File: config.mk
export PLATFORM = sky130hd
export DESIGN_NAME = cau_queue
export DESIGN_NICKNAME = d
export VERILOG_FILES = /design/src/rtl/cau_pkg.sv /design/src/rtl/cau_queue.sv
export VERILOG_INCLUDE_DIRS = /design/src /design/src/rtl
export SDC_FILE = /design/constraint.sdc
export NUM_CORES = 1
export LEC_CHECK = 0
export BUFFER_PORTS_ARGS = -buffer_cell sky130_fd_sc_hd__buf_4
export CELL_PAD_IN_SITES_DETAIL_PLACEMENT = 0
export CELL_PAD_IN_SITES_GLOBAL_PLACEMENT = 1
export CORE_UTILIZATION = 50
export CTS_BUF_LIST = sky130_fd_sc_hd__clkbuf_4 sky130_fd_sc_hd__clkbuf_8
export CTS_CLUSTER_DIAMETER = 50
export DETAILED_ROUTE_END_ITERATION = 8
export PLACE_DENSITY_LB_ADDON = 0.25
export SYNTH_ARGS = -nofsm -noshare
export SYNTH_HDL_FRONTEND = slang
export SYNTH_SLANG_ARGS = --single-unit
export TNS_END_PERCENT = 20
File: constraint.sdc
create_clock -name clk -period 8.55 [get_ports clk]
set_input_delay 1.71 -clock clk [delete_from_list [all_inputs] [get_ports clk]]
set_output_delay 1.71 -clock clk [all_outputs]
set_load 0.02 [all_outputs]
File: src/rtl/complex_arith_unit_macros.svh
// Assertion macros for the complex arithmetic unit.
// Included by the RTL files that carry concurrent checks; expects clk and rst_n in scope.
`ifndef COMPLEX_ARITH_UNIT_MACROS_SVH
`define COMPLEX_ARITH_UNIT_MACROS_SVH
`ifndef SYNTHESIS
// Check a property on every clock edge outside reset
`define CAU_ASSERT(lbl, prop, msg) \
    lbl: assert property (@(posedge clk) disable iff (!rst_n) prop) else $error(msg);
// Check that a condition never holds outside reset
`define CAU_NEVER(lbl, expr, msg) \
    lbl: assert property (@(posedge clk) disable iff (!rst_n) !(expr)) else $error(msg);
`else
`define CAU_ASSERT(lbl, prop, msg)
`define CAU_NEVER(lbl, expr, msg)
`endif
`endif

File: src/rtl/cau_pkg.sv
// Shared types and constants for the complex arithmetic unit.
// No dependencies; used by every other RTL file except the assertion macros header.
`default_nettype none

package cau_pkg;

    localparam int FRAC_BITS_DEF = 12;
    localparam int WORD_W        = 16;
    localparam int PROD_W        = 32;
    localparam int SUM_W         = 33;
    localparam int QUO_BITS      = 17;
    localparam int Q_DEPTH       = 2;
    localparam int POS_LIMIT     = 32767;
    localparam int NEG_LIMIT     = 32768;

    localparam logic signed [WORD_W-1:0] WORD_MAX = 16'sh7FFF;
    localparam logic signed [WORD_W-1:0] WORD_MIN = 16'sh8000;

    typedef enum logic [1:0] {
        ACT_ADD = 2'd0,
        ACT_SUB = 2'd1,
        ACT_MUL = 2'd2,
        ACT_DIV = 2'd3
    } action_t;

    typedef enum logic [1:0] {
        ST_OK   = 2'd0,
        ST_OVF  = 2'd1,
        ST_DIVZ = 2'd2
    } status_t;

    // One classified item on its way from the front end to the back end
    typedef struct packed {
        action_t                   act;
        logic                      dz;
        logic signed [SUM_W-1:0]   x_re;
        logic signed [SUM_W-1:0]   x_im;
        logic        [PROD_W-1:0]  den;
    } entry_t;

endpackage

`default_nettype wire

File: src/rtl/cau_queue.sv
// Short queue that decouples the front end from the back end.
// Depends on cau_pkg and the assertion macros.
`default_nettype none
`include "complex_arith_unit_macros.svh"

module cau_queue (
    input  logic            clk,
    input  logic            rst_n,
    input  logic            push,
    input  cau_pkg::entry_t entry_in,
    output logic            full,
    output logic            valid,
    output cau_pkg::entry_t entry_out,
    input  logic            pop
);
    import cau_pkg::*;

    localparam int PTR_W = $clog2(Q_DEPTH);

    entry_t             slot_reg [Q_DEPTH];
    logic [PTR_W-1:0]   wr_ptr_reg, wr_ptr_next;
    logic [PTR_W-1:0]   rd_ptr_reg, rd_ptr_next;
    logic [PTR_W:0]     count_reg, count_next;

    assign full      = (count_reg == (PTR_W+1)'(Q_DEPTH));
    assign valid     = (count_reg != '0);
    assign entry_out = slot_reg[rd_ptr_reg];

    // Advance pointers and occupancy
    always_comb
    begin
        wr_ptr_next = wr_ptr_reg;
        rd_ptr_next = rd_ptr_reg;
        count_next  = count_reg;
        if (push)
        begin
            wr_ptr_next = PTR_W'(wr_ptr_reg + 1'b1);
        end
        if (pop)
        begin
            rd_ptr_next = PTR_W'(rd_ptr_reg + 1'b1);
        end
        if (push && !pop)
        begin
            count_next = count_reg + 1'b1;
        end
        else if (pop && !push)
        begin
            count_next = count_reg - 1'b1;
        end
    end

    always_ff @(posedge clk or negedge rst_n)
    begin
        if (!rst_n)
        begin
            wr_ptr_reg <= '0;
            rd_ptr_reg <= '0;
            count_reg  <= '0;
        end
        else
        begin
            wr_ptr_reg <= wr_ptr_next;
            rd_ptr_reg <= rd_ptr_next;
            count_reg  <= count_next;
        end
    end

    // Store the pushed entry
    always_ff @(posedge clk)
    begin
        if (push)
        begin
            slot_reg[wr_ptr_reg] <= entry_in;
        end
    end

    `CAU_NEVER(q_count_range, count_reg > (PTR_W+1)'(Q_DEPTH), "queue occupancy out of range")
    `CAU_ASSERT(q_ptr_match, (count_reg == '0 || full) |-> (wr_ptr_reg == rd_ptr_reg), "queue pointers disagree with occupancy")

endmodule

`default_nettype wire

[Word level (Yosys, flattened, before mapping)]
Memory sizes are Yosys's and may differ from the RTL's.
Index checks and enable logic that the tools add are counted.
Storage, ports and cells
  bits of input ports: 105
  register bits: 4
  RAM bits: 202
  memories kept: 1
Operators by class
  equal/unequal tests: 1
  muxes and demuxes: 4
  reductions and logical operators: 6
  $add $sub $neg: 4
Memories
  slot_reg: words 2, bits a word 101, rd ports 1, clocked after memory_dff 0, write ports 1, line cau_queue.sv:20  | entry_t slot_reg [Q_DEPTH];
Operators by type and width (number)
  $mux 2: 2
  $reduce_bool 2->1: 2
  $add 1x1->1 const B: 2
  $add 2x1->2 const B: 1
  $eq 2x2->1 const B: 1
  $logic_and 1x1->1: 2
  $logic_not 1->1: 2
  $mux 1: 2
  $sub 2x1->2 const B: 1

[Logic depth before layout (Yosys ltp)]
  word-level depth: 4
  mapped depth: 5

[Worst setup path after synthesis]
OpenSTA, ideal clock, no wires.
  path type: input port to flip-flop
  start: input push
  end: memory slot_reg[0][0] (netlist name) (enable)
  stages on the path: 1
  required time: 7976 ps
  setup time: 574 ps
  arrival time: 6105 ps
  slack: 1871 ps
  cells stage by stage: nor2b_1
On the way
  longest elaborated chain between the ends: 2
RTL lines
  start, declared: line cau_queue.sv:9  | input logic push,
  $mux 1: line cau_queue.sv:72  | if (push)
  $mux 1 (implied by the code): line cau_queue.sv:74  | slot_reg[wr_ptr_reg] <= entry_in;
  end, declared: line cau_queue.sv:20
No other way between the ends.

==> results.toml <==
[yosys]
yosysSeqAreaShare_pct = 79.1
syn_inst = 330
synth_cell_type_count = 15
avgSynthCellArea_um2 = 23.6
synth-seq-cells = 206
synth_fp_nets = 436
syn_area_mm2 = 0.00780
ys_warn_count = 0

[pwr]
p_int_mw = 2.41
power_frac_seq_pct = 41.9
switchingPower_mw = 1.06
pwr-share-clk_pct = 23.0
swShare_pct = 30.5
pwr-share-comb_pct = 35.2
p_leak_nw = 4.09
p_per_area_mw_per_mm2 = 341
ir_drop_mv = 0.298

[sta]
tightest_slew_ns = 0.951
hold_viol_final = 0
fin_tns_setup_ns = 0
setup_viol = 0
post-route-worst-setup-slack_ns = 3.85
max_freq_ghz = 0.213
finalMaxSlewViolations = 0
rsz0062_at_grt = "no"
skew_ns = 0.0122
finalCriticalPeriod_ns = 4.70
relSlewSlack_pct = 36.6
fin_crit_sh_pct = 55.0
finalHoldWorstSlack_ns = 0.481

[finish]
nFillCells = 1066
multi_input_area_mm2 = 0.00153
largest_reg_flops = 202
final_core_util_pct = 66.9
fin_nets = 672
n_antenna_cell = 0
regArea_mm2 = 0.00617
drive_gt1_share_pct = 62.1
syn2layout_area_growth_pct = 30.3
fin_area_mm2 = 0.0102

[critical_path]
arrival_ns = 2.99
end_kind = "primary output"
path_delay_family = "buffers and inverters"
crit_path_cell_trace = "buf_4, mux2_2, buf_4"
crit_path_frequent_cell = "buf_4"
cp_num_buf_inv = 2
critPathKind = "flip-flop to primary output"
start_kind = "flip-flop"
critPathMaxStageDelay_ns = 0.98
cp_data_required_time_ns = 6.84
crit_slowest_cell = "dfrtp_4"
path_max_fanout = 54

[cts]
clkSinkCount = 206
clkTransAtPathRegs_ns = 0.05
cts_buffer_depth = 3
h-tree-depth = 2
postCtsSetupBuffers = 0
cts_hold_buf = 0
numCtsBuffers = 34
postCtsResizedCells = 0
clockRootBuffer = "clkbuf_8"
cts_tree = "built"
clk_latency_ns = 0.49

[hold_path]
hold_class = "flip-flop to flip-flop"

[floorplan]
rows = 45
die_width_um = 127
start_util_pct = 51.3
die_y_um = 127
fp.dieArea_mm2 = 0.0161
coreArea_mm2 = 0.0152
pin_count = 208

[drt]
avgRoutedWirePerCell_um = 17.9
drt_wl_total_um = 13900
drc = 0
ant_nets = 0
dr_total_vias = 3784
drtIter0Drc = 169
dr.pass1.iters = 4
via_per_inst = 4.87

[global_route]
grt_usage_pct = 17.3
grt_pass1_wl_um = 20700
antenna_found_initial = 0
overflow = 0
grt_max_degree = 55
first_global_vias = 4017

[placement]
dp_hpwl_um = 8900
gp_congestion = 0.685
pre_cts_slack_ns = 4.32
io_buffer_count = 207
dpl_cell_area_mm2 = 0.00953

[outcome]
status = "complete, no violations"

[flow_run]
drv_cap = 0
power by group through the flow:
stage          logic (mW)  clock network [mW]  registers [mW]
4_1_cts              1.24               0.823            1.46
6_report             1.22               0.796            1.45
3_3_place_gp         1.23                   0            1.46
3_5_place_dp         1.24                   0            1.48
5_1_grt              1.29               0.866            1.47
2_1_floorplan       0.872                   0            1.42
area by class of cell:
class	count	area share, %
clock buffers	49	5.90
clock inverters	10	0.382
inverters	1	0.0369
multi-input cells	112	15.1
flip-flops and latches	206	60.7
well taps	188	2.31
repair buffers	211	15.6
synthesized netlist by cell type (all sizes together):
cell type	number	share of area [%]
edfxtp	202	78
mux2	101	18
buf	11	1.4
dfrtp	4	1.3
xor2	4	0.45
nor2b	2	0.16
and2	1	0.080
ha	1	0.16
inv	1	0.048
nor2	1	0.048
or2	1	0.080
xnor2	1	0.11
cells in the final DEF, fill, tap and decap left out:
cell type	n
nor2b_4	1
dfrtp_1	3
clkinv_1	9
edfxtp_1	202
clkinv_2	1
dfrtp_4	1
ha_1	1
and2_4	1
mux2_4	80
buf_4	211
clkbuf_4	12
xnor2_1	1
or2_2	1
nor2_1	1
nor2b_1	1
xor2_1	4
mux2_2	21
inv_1	1
clkbuf_8	37
stage by stage:
step,instances,power (mW)
global placement,718,2.69
finish,777,3.47
CTS,777,3.52
detailed placement,718,2.71
global route,777,3.62
floorplan,330,2.29
path summary, 6_finish.rpt:
check                           depth (start not counted)               to  slack (ns)         start
worst min-delay path                                    1     count_reg[1]        0.48  count_reg[1]
worst min register to register                          1     count_reg[1]        0.48  count_reg[1]
worst max-delay path                                    3    entry_out[98]        3.85    rd_ptr_reg
worst max register to register                          3  slot_reg[0][83]        6.35    wr_ptr_reg
max in group asynchronous                               1       rd_ptr_reg        7.44         rst_n
min in group asynchronous                               1     count_reg[0]        1.00         rst_n
kinds of logic (layout without fill, tap and decap cells):
logic type | Yosys count | count (layout) | share of synthesized area [%]
flip-flops | 206 | 206 | 79.1
multiplexers | 101 | 101 | 18.4
buffers and inverters | 12 | 271 | 1.43
XOR/XNOR | 5 | 5 | 0.561
AND/OR/NAND/NOR | 5 | 5 | 0.369
adder cells (fa/ha/maj) | 1 | 1 | 0.160
worst reg2reg max path, stage by stage, from the launching register on:
cell	delay [ns]
dfrtp_1	0.43
nor2b_4	0.12
buf_4	0.55
buf_4	0.72
routing by layer:
metal	vias to the layer above	global-route usage, %	share of wire, %
met5	-	0	0
met4	0	6.93	1.6
met3	17	6.62	8.0
met2	143	28.8	51
met1	1838	20.2	40
li1	1786	-	-
No activity file was read; power rests on OpenSTA's default activity.
