File: config.mk
export PLATFORM = sky130hd
export DESIGN_NAME = cau_front_flat
export DESIGN_NICKNAME = d
export VERILOG_FILES = /design/src/rtl/cau_pkg.sv /design/src/rtl/cau_in_if.sv /design/src/rtl/cau_front.sv /design/src/flat_wrapper.sv
export VERILOG_INCLUDE_DIRS = /design/src /design/src/rtl
export SDC_FILE = /design/constraint.sdc
export NUM_CORES = 2
export LEC_CHECK = 0
export ABC_AREA = 1
export BUFFER_PORTS_ARGS = -buffer_cell sky130_fd_sc_hd__buf_2
export CORE_UTILIZATION = 60
export CTS_CLUSTER_DIAMETER = 60
export DETAILED_ROUTE_END_ITERATION = 6
export PLACE_DENSITY = 0.77
export SLEW_MARGIN = 30
export SYNTH_ARGS = -nofsm -noshare
export SYNTH_HDL_FRONTEND = slang
export SYNTH_SLANG_ARGS = --single-unit
File: constraint.sdc
create_clock -name clk -period 17.2 [get_ports clk]
set_input_delay 2.58 -clock clk [delete_from_list [all_inputs] [get_ports clk]]
set_output_delay 2.58 -clock clk [all_outputs]
set_load 0.01 [all_outputs]
File: src/rtl/complex_arith_unit_macros.svh
// Assertion macros for the complex arithmetic unit.
// Included by the RTL files that carry concurrent checks; expects clk and rst_n in scope.
`ifndef COMPLEX_ARITH_UNIT_MACROS_SVH
`define COMPLEX_ARITH_UNIT_MACROS_SVH
`ifndef SYNTHESIS
// Check a property on every clock edge outside reset
`define CAU_ASSERT(lbl, prop, msg) \
    lbl: assert property (@(posedge clk) disable iff (!rst_n) prop) else $error(msg);
// Check that a condition never holds outside reset
`define CAU_NEVER(lbl, expr, msg) \
    lbl: assert property (@(posedge clk) disable iff (!rst_n) !(expr)) else $error(msg);
`else
`define CAU_ASSERT(lbl, prop, msg)
`define CAU_NEVER(lbl, expr, msg)
`endif
`endif

File: src/rtl/cau_pkg.sv
// Shared types and constants for the complex arithmetic unit.
// No dependencies; used by every other RTL file except the assertion macros header.
`default_nettype none

package cau_pkg;

    localparam int FRAC_BITS_DEF = 12;
    localparam int WORD_W        = 16;
    localparam int PROD_W        = 32;
    localparam int SUM_W         = 33;
    localparam int QUO_BITS      = 17;
    localparam int Q_DEPTH       = 2;
    localparam int POS_LIMIT     = 32767;
    localparam int NEG_LIMIT     = 32768;

    localparam logic signed [WORD_W-1:0] WORD_MAX = 16'sh7FFF;
    localparam logic signed [WORD_W-1:0] WORD_MIN = 16'sh8000;

    typedef enum logic [1:0] {
        ACT_ADD = 2'd0,
        ACT_SUB = 2'd1,
        ACT_MUL = 2'd2,
        ACT_DIV = 2'd3
    } action_t;

    typedef enum logic [1:0] {
        ST_OK   = 2'd0,
        ST_OVF  = 2'd1,
        ST_DIVZ = 2'd2
    } status_t;

    // One classified item on its way from the front end to the back end
    typedef struct packed {
        action_t                   act;
        logic                      dz;
        logic signed [SUM_W-1:0]   x_re;
        logic signed [SUM_W-1:0]   x_im;
        logic        [PROD_W-1:0]  den;
    } entry_t;

endpackage

`default_nettype wire

File: src/rtl/cau_in_if.sv
// Operand channel of the complex arithmetic unit: valid/ready plus operation and operands.
// Depends on cau_pkg for the word width.
`default_nettype none

interface cau_in_if;
    logic                                 valid;
    logic                                 ready;
    logic        [1:0]                    action;
    logic signed [cau_pkg::WORD_W-1:0]    first_re;
    logic signed [cau_pkg::WORD_W-1:0]    first_im;
    logic signed [cau_pkg::WORD_W-1:0]    second_re;
    logic signed [cau_pkg::WORD_W-1:0]    second_im;

    modport source (output valid, action, first_re, first_im, second_re, second_im,
                    input ready);
    modport sink   (input valid, action, first_re, first_im, second_re, second_im,
                    output ready);
endinterface

`default_nettype wire

File: src/rtl/cau_front.sv
// Front end: takes operand beats, forms the partial products and classifies each item.
// Depends on cau_pkg, cau_in_if and the assertion macros.
`default_nettype none
`include "complex_arith_unit_macros.svh"

module cau_front (
    input  logic            clk,
    input  logic            rst_n,
    cau_in_if.sink          cmd,
    input  logic            q_full,
    output logic            q_push,
    output cau_pkg::entry_t q_entry
);
    import cau_pkg::*;

    logic                       valid_reg, valid_next;
    action_t                    act_reg;
    logic                       dz_reg;
    logic signed [PROD_W-1:0]   ac_reg, bd_reg, ad_reg, bc_reg, cc_reg, dd_reg;
    logic signed [WORD_W:0]     sre_reg, sim_reg;
    logic                       accept;

    // Take a beat whenever the holding register is empty or drains this cycle
    assign cmd.ready = !valid_reg || !q_full;
    assign accept    = cmd.valid && cmd.ready;
    assign q_push    = valid_reg && !q_full;

    always_comb
    begin
        valid_next = valid_reg;
        if (accept)
        begin
            valid_next = 1'b1;
        end
        else if (q_push)
        begin
            valid_next = 1'b0;
        end
    end

    always_ff @(posedge clk or negedge rst_n)
    begin
        if (!rst_n)
        begin
            valid_reg <= 1'b0;
        end
        else
        begin
            valid_reg <= valid_next;
        end
    end

    // Capture products and the add/subtract result on accept
    always_ff @(posedge clk)
    begin
        if (accept)
        begin
            act_reg <= action_t'(cmd.action);
            dz_reg  <= (cmd.second_re == '0) && (cmd.second_im == '0);
            ac_reg  <= cmd.first_re  * cmd.second_re;
            bd_reg  <= cmd.first_im  * cmd.second_im;
            ad_reg  <= cmd.first_re  * cmd.second_im;
            bc_reg  <= cmd.first_im  * cmd.second_re;
            cc_reg  <= cmd.second_re * cmd.second_re;
            dd_reg  <= cmd.second_im * cmd.second_im;
            if (action_t'(cmd.action) == ACT_SUB)
            begin
                sre_reg <= (WORD_W+1)'(cmd.first_re) - (WORD_W+1)'(cmd.second_re);
                sim_reg <= (WORD_W+1)'(cmd.first_im) - (WORD_W+1)'(cmd.second_im);
            end
            else
            begin
                sre_reg <= (WORD_W+1)'(cmd.first_re) + (WORD_W+1)'(cmd.second_re);
                sim_reg <= (WORD_W+1)'(cmd.first_im) + (WORD_W+1)'(cmd.second_im);
            end
        end
    end

    // Classify: pick the numerators for the back end
    always_comb
    begin
        q_entry.act = act_reg;
        q_entry.dz  = dz_reg;
        q_entry.den = cc_reg[PROD_W-1:0] + dd_reg[PROD_W-1:0];
        unique case (act_reg)
            ACT_ADD, ACT_SUB:
            begin
                q_entry.x_re = SUM_W'(sre_reg);
                q_entry.x_im = SUM_W'(sim_reg);
            end
            ACT_MUL:
            begin
                q_entry.x_re = SUM_W'(ac_reg) - SUM_W'(bd_reg);
                q_entry.x_im = SUM_W'(ad_reg) + SUM_W'(bc_reg);
            end
            default:
            begin
                q_entry.x_re = SUM_W'(ac_reg) + SUM_W'(bd_reg);
                q_entry.x_im = SUM_W'(bc_reg) - SUM_W'(ad_reg);
            end
        endcase
    end

    `CAU_ASSERT(fr_hold_when_full, (valid_reg && q_full) |=> valid_reg, "front dropped a held item")

endmodule

`default_nettype wire

File: src/flat_wrapper.sv
// flat-port wrapper written by rule: the top's interface ports become plain ports
module cau_front_flat import cau_pkg::*;
  (clk, rst_n, q_full, q_push, q_entry, cmd_valid, cmd_action, cmd_first_re, cmd_first_im, cmd_second_re, cmd_second_im, cmd_ready);
  cau_in_if cmd_i ();
  input  logic clk;
  input  logic rst_n;
  input  logic q_full;
  output logic q_push;
  output cau_pkg::entry_t q_entry;
  input wire logic [$bits(cmd_i.valid)-1:0] cmd_valid;
  input wire logic [$bits(cmd_i.action)-1:0] cmd_action;
  input wire logic [$bits(cmd_i.first_re)-1:0] cmd_first_re;
  input wire logic [$bits(cmd_i.first_im)-1:0] cmd_first_im;
  input wire logic [$bits(cmd_i.second_re)-1:0] cmd_second_re;
  input wire logic [$bits(cmd_i.second_im)-1:0] cmd_second_im;
  output wire logic [$bits(cmd_i.ready)-1:0] cmd_ready;
  assign cmd_i.valid = cmd_valid;
  assign cmd_i.action = cmd_action;
  assign cmd_i.first_re = cmd_first_re;
  assign cmd_i.first_im = cmd_first_im;
  assign cmd_i.second_re = cmd_second_re;
  assign cmd_i.second_im = cmd_second_im;
  assign cmd_ready = cmd_i.ready;
  cau_front u_core (.clk(clk), .rst_n(rst_n), .cmd(cmd_i), .q_full(q_full), .q_push(q_push), .q_entry(q_entry));
endmodule
======== Yosys cells after proc, flatten, opt, wreduce, memory -nomap -nowiden ========
Cells that the tools add are included.
storage, ports and cells
  logic and storage cells ................. 45
  register bits after elaboration ......... 230
  output and inout bits ................... 103
  input bits .............................. 70
cells by class
  $mul .................................... 6
  muxes and demuxes ....................... 5
  eq/ne operators ......................... 3
  add/sub/neg operators ................... 9
  reductions and logical operators ........ 11
operators with widths
  operator                                                          number
  16-bit by 16-bit multiplier with 32-bit output                    6
  66-bit case mux with 2 select lines                               1
  32-bit by 32-bit adder with 33-bit output                         2
  32-bit by 32-bit subtractor with 33-bit output                    2
  16-bit by 16-bit adder with 17-bit output                         2
  17-bit two-way mux                                                2
  16-bit by 16-bit subtractor with 17-bit output                    2
  32-bit adder                                                      1
  16-bit logical NOT                                                2
  2-bit by 1-bit == test with 1-bit output (second input constant)  2
  1-bit logical AND                                                 3
  2-bit == test (second input constant)                             1
  1-bit logical NOT                                                 2
  2-bit logical NOT                                                 1
  1-bit two-way mux                                                 2
  2-bit nonzero test                                                1
  2-bit OR reduction                                                1
  1-bit logical OR                                                  1

======== Depth between registers and ports, before layout ========
  depth in word-level cells ............... 4
  mapped depth ............................ 29
  mapped depth without buffers ............ 27

======== Least setup slack after synthesis ========
Ideal clock, no wire load.
  path kind ............................... in2reg
  from .................................... input cmd_valid
  to ...................................... register u_core.ac_reg[0] (enable)
  buffers on the path ..................... 0
  data arrival time ....................... 13.513 ns
  library setup time ...................... 0.889 ns
  setup slack ............................. 2.798 ns
  cell stages on the path ................. 2
  data required time ...................... 16.311 ns
  path through ............................ inv_1 > a21oi_1
between the ends
  longest elaborated chain between the ends .. 1
ends and longest elaborated chain
  element                 RTL line            RTL
  start: declaration      flat_wrapper.sv:10  input wire logic [$bits(cmd_i.valid)-1:0] cmd_valid;
  1-bit logical AND       cau_front.sv:25     assign accept = cmd.valid && cmd.ready;
  via u_core.accept       cau_front.sv:21     logic accept;
  end signal: assignment  cau_front.sv:60     ac_reg <= cmd.first_re * cmd.second_re;
  end: declaration        cau_front.sv:19     logic signed [PROD_W-1:0] ac_reg, bd_reg, ad_reg, bc_reg, cc_reg, dd_reg;
The timed path passes the listed nets, and every way through them passes these cells.
A chain may end at the register's enable or synchronous reset.

======== Worst setup path after layout ========
  from .................................... input cmd_second_re[15]
  to ...................................... register u_core.ac_reg[31], data pin
between the ends
  longest elaborated chain between the ends .. 1
ends and longest elaborated chain
  element                                         RTL line            RTL
  start: declaration                              flat_wrapper.sv:14  input wire logic [$bits(cmd_i.second_re)-1:0] cmd_second_re;
  16-bit by 16-bit multiplier with 32-bit output  cau_front.sv:60
Every way passes these cells.

==> results.cfg <==
[outcome]
status = finished, final reports clean

[sta]
report.final.hold_viol_count = 0
finalSetupViolCount = 0
hold_slack_ns = 0.5875
tightest_slew_ns = 1.101
fin_crit_sh_pct = 51.37
slew_headroom_pct = 26.60
tns_ns = 0
report.final.slew_viol_count = 0
rsz0062_at_grt = false
finalClockSkew_ns = 0.03284
finalCriticalPeriod_ns = 8.836
fin_ws_ns = 8.364
fmax_mhz = 113.2

[hold_path]
worstHoldPathCells = 2
hold_path_class = flip-flop to flip-flop

[die]
chipWidth_um = 360.9
die_h_um = 360.9
core_area_mm2 = 0.1277
fp-row-count = 131
ioPinCount = 173
die_area_mm2 = 0.1303
start_util_pct = 60.54

[global_route]
busiest_layer = met2
met1_usage_pct = 46.65
grt_pass1_vias = 66440
grt_max_degree = 84
grt-ovfl-total = 0
met2_usage_pct = 55.66
grt_use_total_pct = 34.65
antenna_found_initial = 7
grt_use_met3_pct = 6.822
grt_pass1_wl_um = 353600

[run]
drv_cap = 0

[setup_path]
crit_arrival_ns = 9.20
cp-start-kind = primary input
worst-path-max-fanout = 30
reg2regPathDepth = 3
required_ns = 17.56
worst-setup-path-type = primary input to flip-flop
cp-end-kind = flip-flop

[cts]
clock_latency_ns = 0.63
hold_buffers = 0
post-cts-setup-buffers = 0
cts_made_buffers = 44
clk_pin_slew_ns = 0.06
cts-root-buf = clkbuf_16
clockBufferDepth = 3
cts_max_level = 2
cts_tree = yes
cts.sink_count = 228
postCtsResizedCells = 0

[routing]
ant_nets = 0
drtIter0Drc = 5008
wl_per_cell_um = 19.00
vias_per_cell = 5.471
postRouteWirelength_um = 217700
drc = 0
firstDrtPassIters = 6
vias = 62680

[layout]
multiInputGateArea_mm2 = 0.05894
finalInstanceArea_mm2 = 0.08102
area_growth_pct = 4.806
drive_above_1_share_pct = 3.931
fillers = 10850
regArea_mm2 = 0.006842
fin_nets = 11990

[yosys]
synth.top_cell.area_share_pct = 39.34
synth_area_mm2 = 0.07730
ys_seq_elements = 228
yosys-top-cells-count = 2760 x inv_1, 2229 x nand2_1, 1519 x fa_1
synth_top_cell_by_area = fa_1
ys_seq_area_share_pct = 8.850
ys.flop_type = edfxtp_1
synth.avg_cell_area_um2 = 7.893
synthesis.nets = 12030
ys_warn_count = 0
post-synth-top-count-cell = inv_1
ys_top_cells_by_area = fa_1 39%, inv_1 13%, nand2_1 11%
synth_enable_flop_cells = 227
synthCells = 9794
synth-async-reset-ratio_pct = 0.4386
synth_cell_types = 58

[placed_design]
dp_slack_ns = 7.781
gp_congestion = 1.006
portBuffers = 172
place_area_mm2 = 0.07948
dp_hpwl_um = 176800
## per-stage QoR
step | cells | util (%)
after floorplan | 9794 | -
after global placement | 11380 | 62.24
after detailed placement | 11380 | 62.25
after CTS | 11460 | 63.45
after global routing | 11460 | 63.45
final | 11460 | 63.45
## routing by layer
layer | part of all wire [%] | vias to the layer above | wire, um
met2 | 46 | 2812 | 99790
met4 | 4.1 | 10 | 9033
met3 | 10 | 517 | 21860
li1 | - | 28630 | -
met1 | 40 | 30710 | 86920
met5 | 0.032 | - | 69
## logic make-up after synthesis
family                     count (synthesis)  share of synthesized area [%]
AOI/OAI and AO/OA                        739                          5.508
xor gates and xnor gates                 353                          3.999
adders and majority gates               2164                          49.78
buffers and inverters                   3069                          14.93
DFF                                      228                          8.850
and+or+nand+nor                         3241                          16.94
## worst paths after layout
path / start / to / slack, ns
max: cmd_second_re[15] / u_core.ac_reg[31]$_DFFE_PP_ / 8.36
min: u_core.valid_reg$_DFFE_PN0P_ / u_core.valid_reg$_DFFE_PN0P_ / 0.59
max reg2reg: u_core.valid_reg$_DFFE_PN0P_ / u_core.bc_reg[31]$_DFFE_PP_ / 14.13
min reg2reg: u_core.valid_reg$_DFFE_PN0P_ / u_core.valid_reg$_DFFE_PN0P_ / 0.59
max in group asynchronous: rst_n / u_core.valid_reg$_DFFE_PN0P_ / 15.37
min in group asynchronous: rst_n / u_core.valid_reg$_DFFE_PN0P_ / 1.74
## worst max-delay path, cell delays in order
cell	delay, ns
buf_2	0.62
clkinv_1	0.77
buf_4	0.51
or2_2	0.34
fa_1	0.40
fa_1	0.54
inv_1	0.05
fa_1	0.49
inv_1	0.05
fa_1	0.48
inv_1	0.06
fa_1	0.51
fa_1	0.43
ha_1	0.39
nand2_1	0.13
nor3_2	0.15
nand2_1	0.12
nor4_1	0.26
a21oi_1	0.12
nand2_1	0.08
nand2_1	0.05
## cell type report
type / instances / area share (%)
multi-input cells: 6497 / 72.74
inverters: 2768 / 12.82
flip-flops and latches: 228 / 8.444
well taps: 1662 / 2.567
repair buffers: 221 / 1.526
clock buffers: 45 / 1.364
clock inverters: 34 / 0.5251
diodes: 2 / 0.006177
## placed cells by master, fill, tap and decap left out, types with 17 or more instances in the layout
| cell type | synthesis | routed |
|---|---|---|
| edfxtp_1 | 227 | 227 |
| a21oi_1 | 321 | 320 |
| o21ai_1 | 26 | 26 |
| a31oi_1 | 22 | 22 |
| o21bai_1 | 47 | 47 |
| a21boi_0 | 17 | 17 |
| xor2_1 | 241 | 241 |
| a21o_1 | 49 | 49 |
| nand2_1 | 2229 | 2229 |
| nor2_1 | 498 | 497 |
| nor3_1 | 71 | 71 |
| o21a_1 | 17 | 17 |
| nand3b_1 | 17 | 17 |
| buf_2 | 7 | 172 |
| fa_1 | 1519 | 1519 |
| nand3_1 | 298 | 298 |
| ha_1 | 645 | 645 |
| nand4_1 | 44 | 44 |
| xnor2_1 | 112 | 112 |
| o211ai_1 | 17 | 17 |
| inv_1 | 2760 | 2759 |
| clkbuf_16 | 0 | 44 |
| o21ai_0 | 183 | 183 |
| or2_2 | 34 | 34 |
| buf_4 | 1 | 47 |
Power is not shown: default switching activity piles up to over one toggle a cycle in this logic, so the estimate is an artifact.
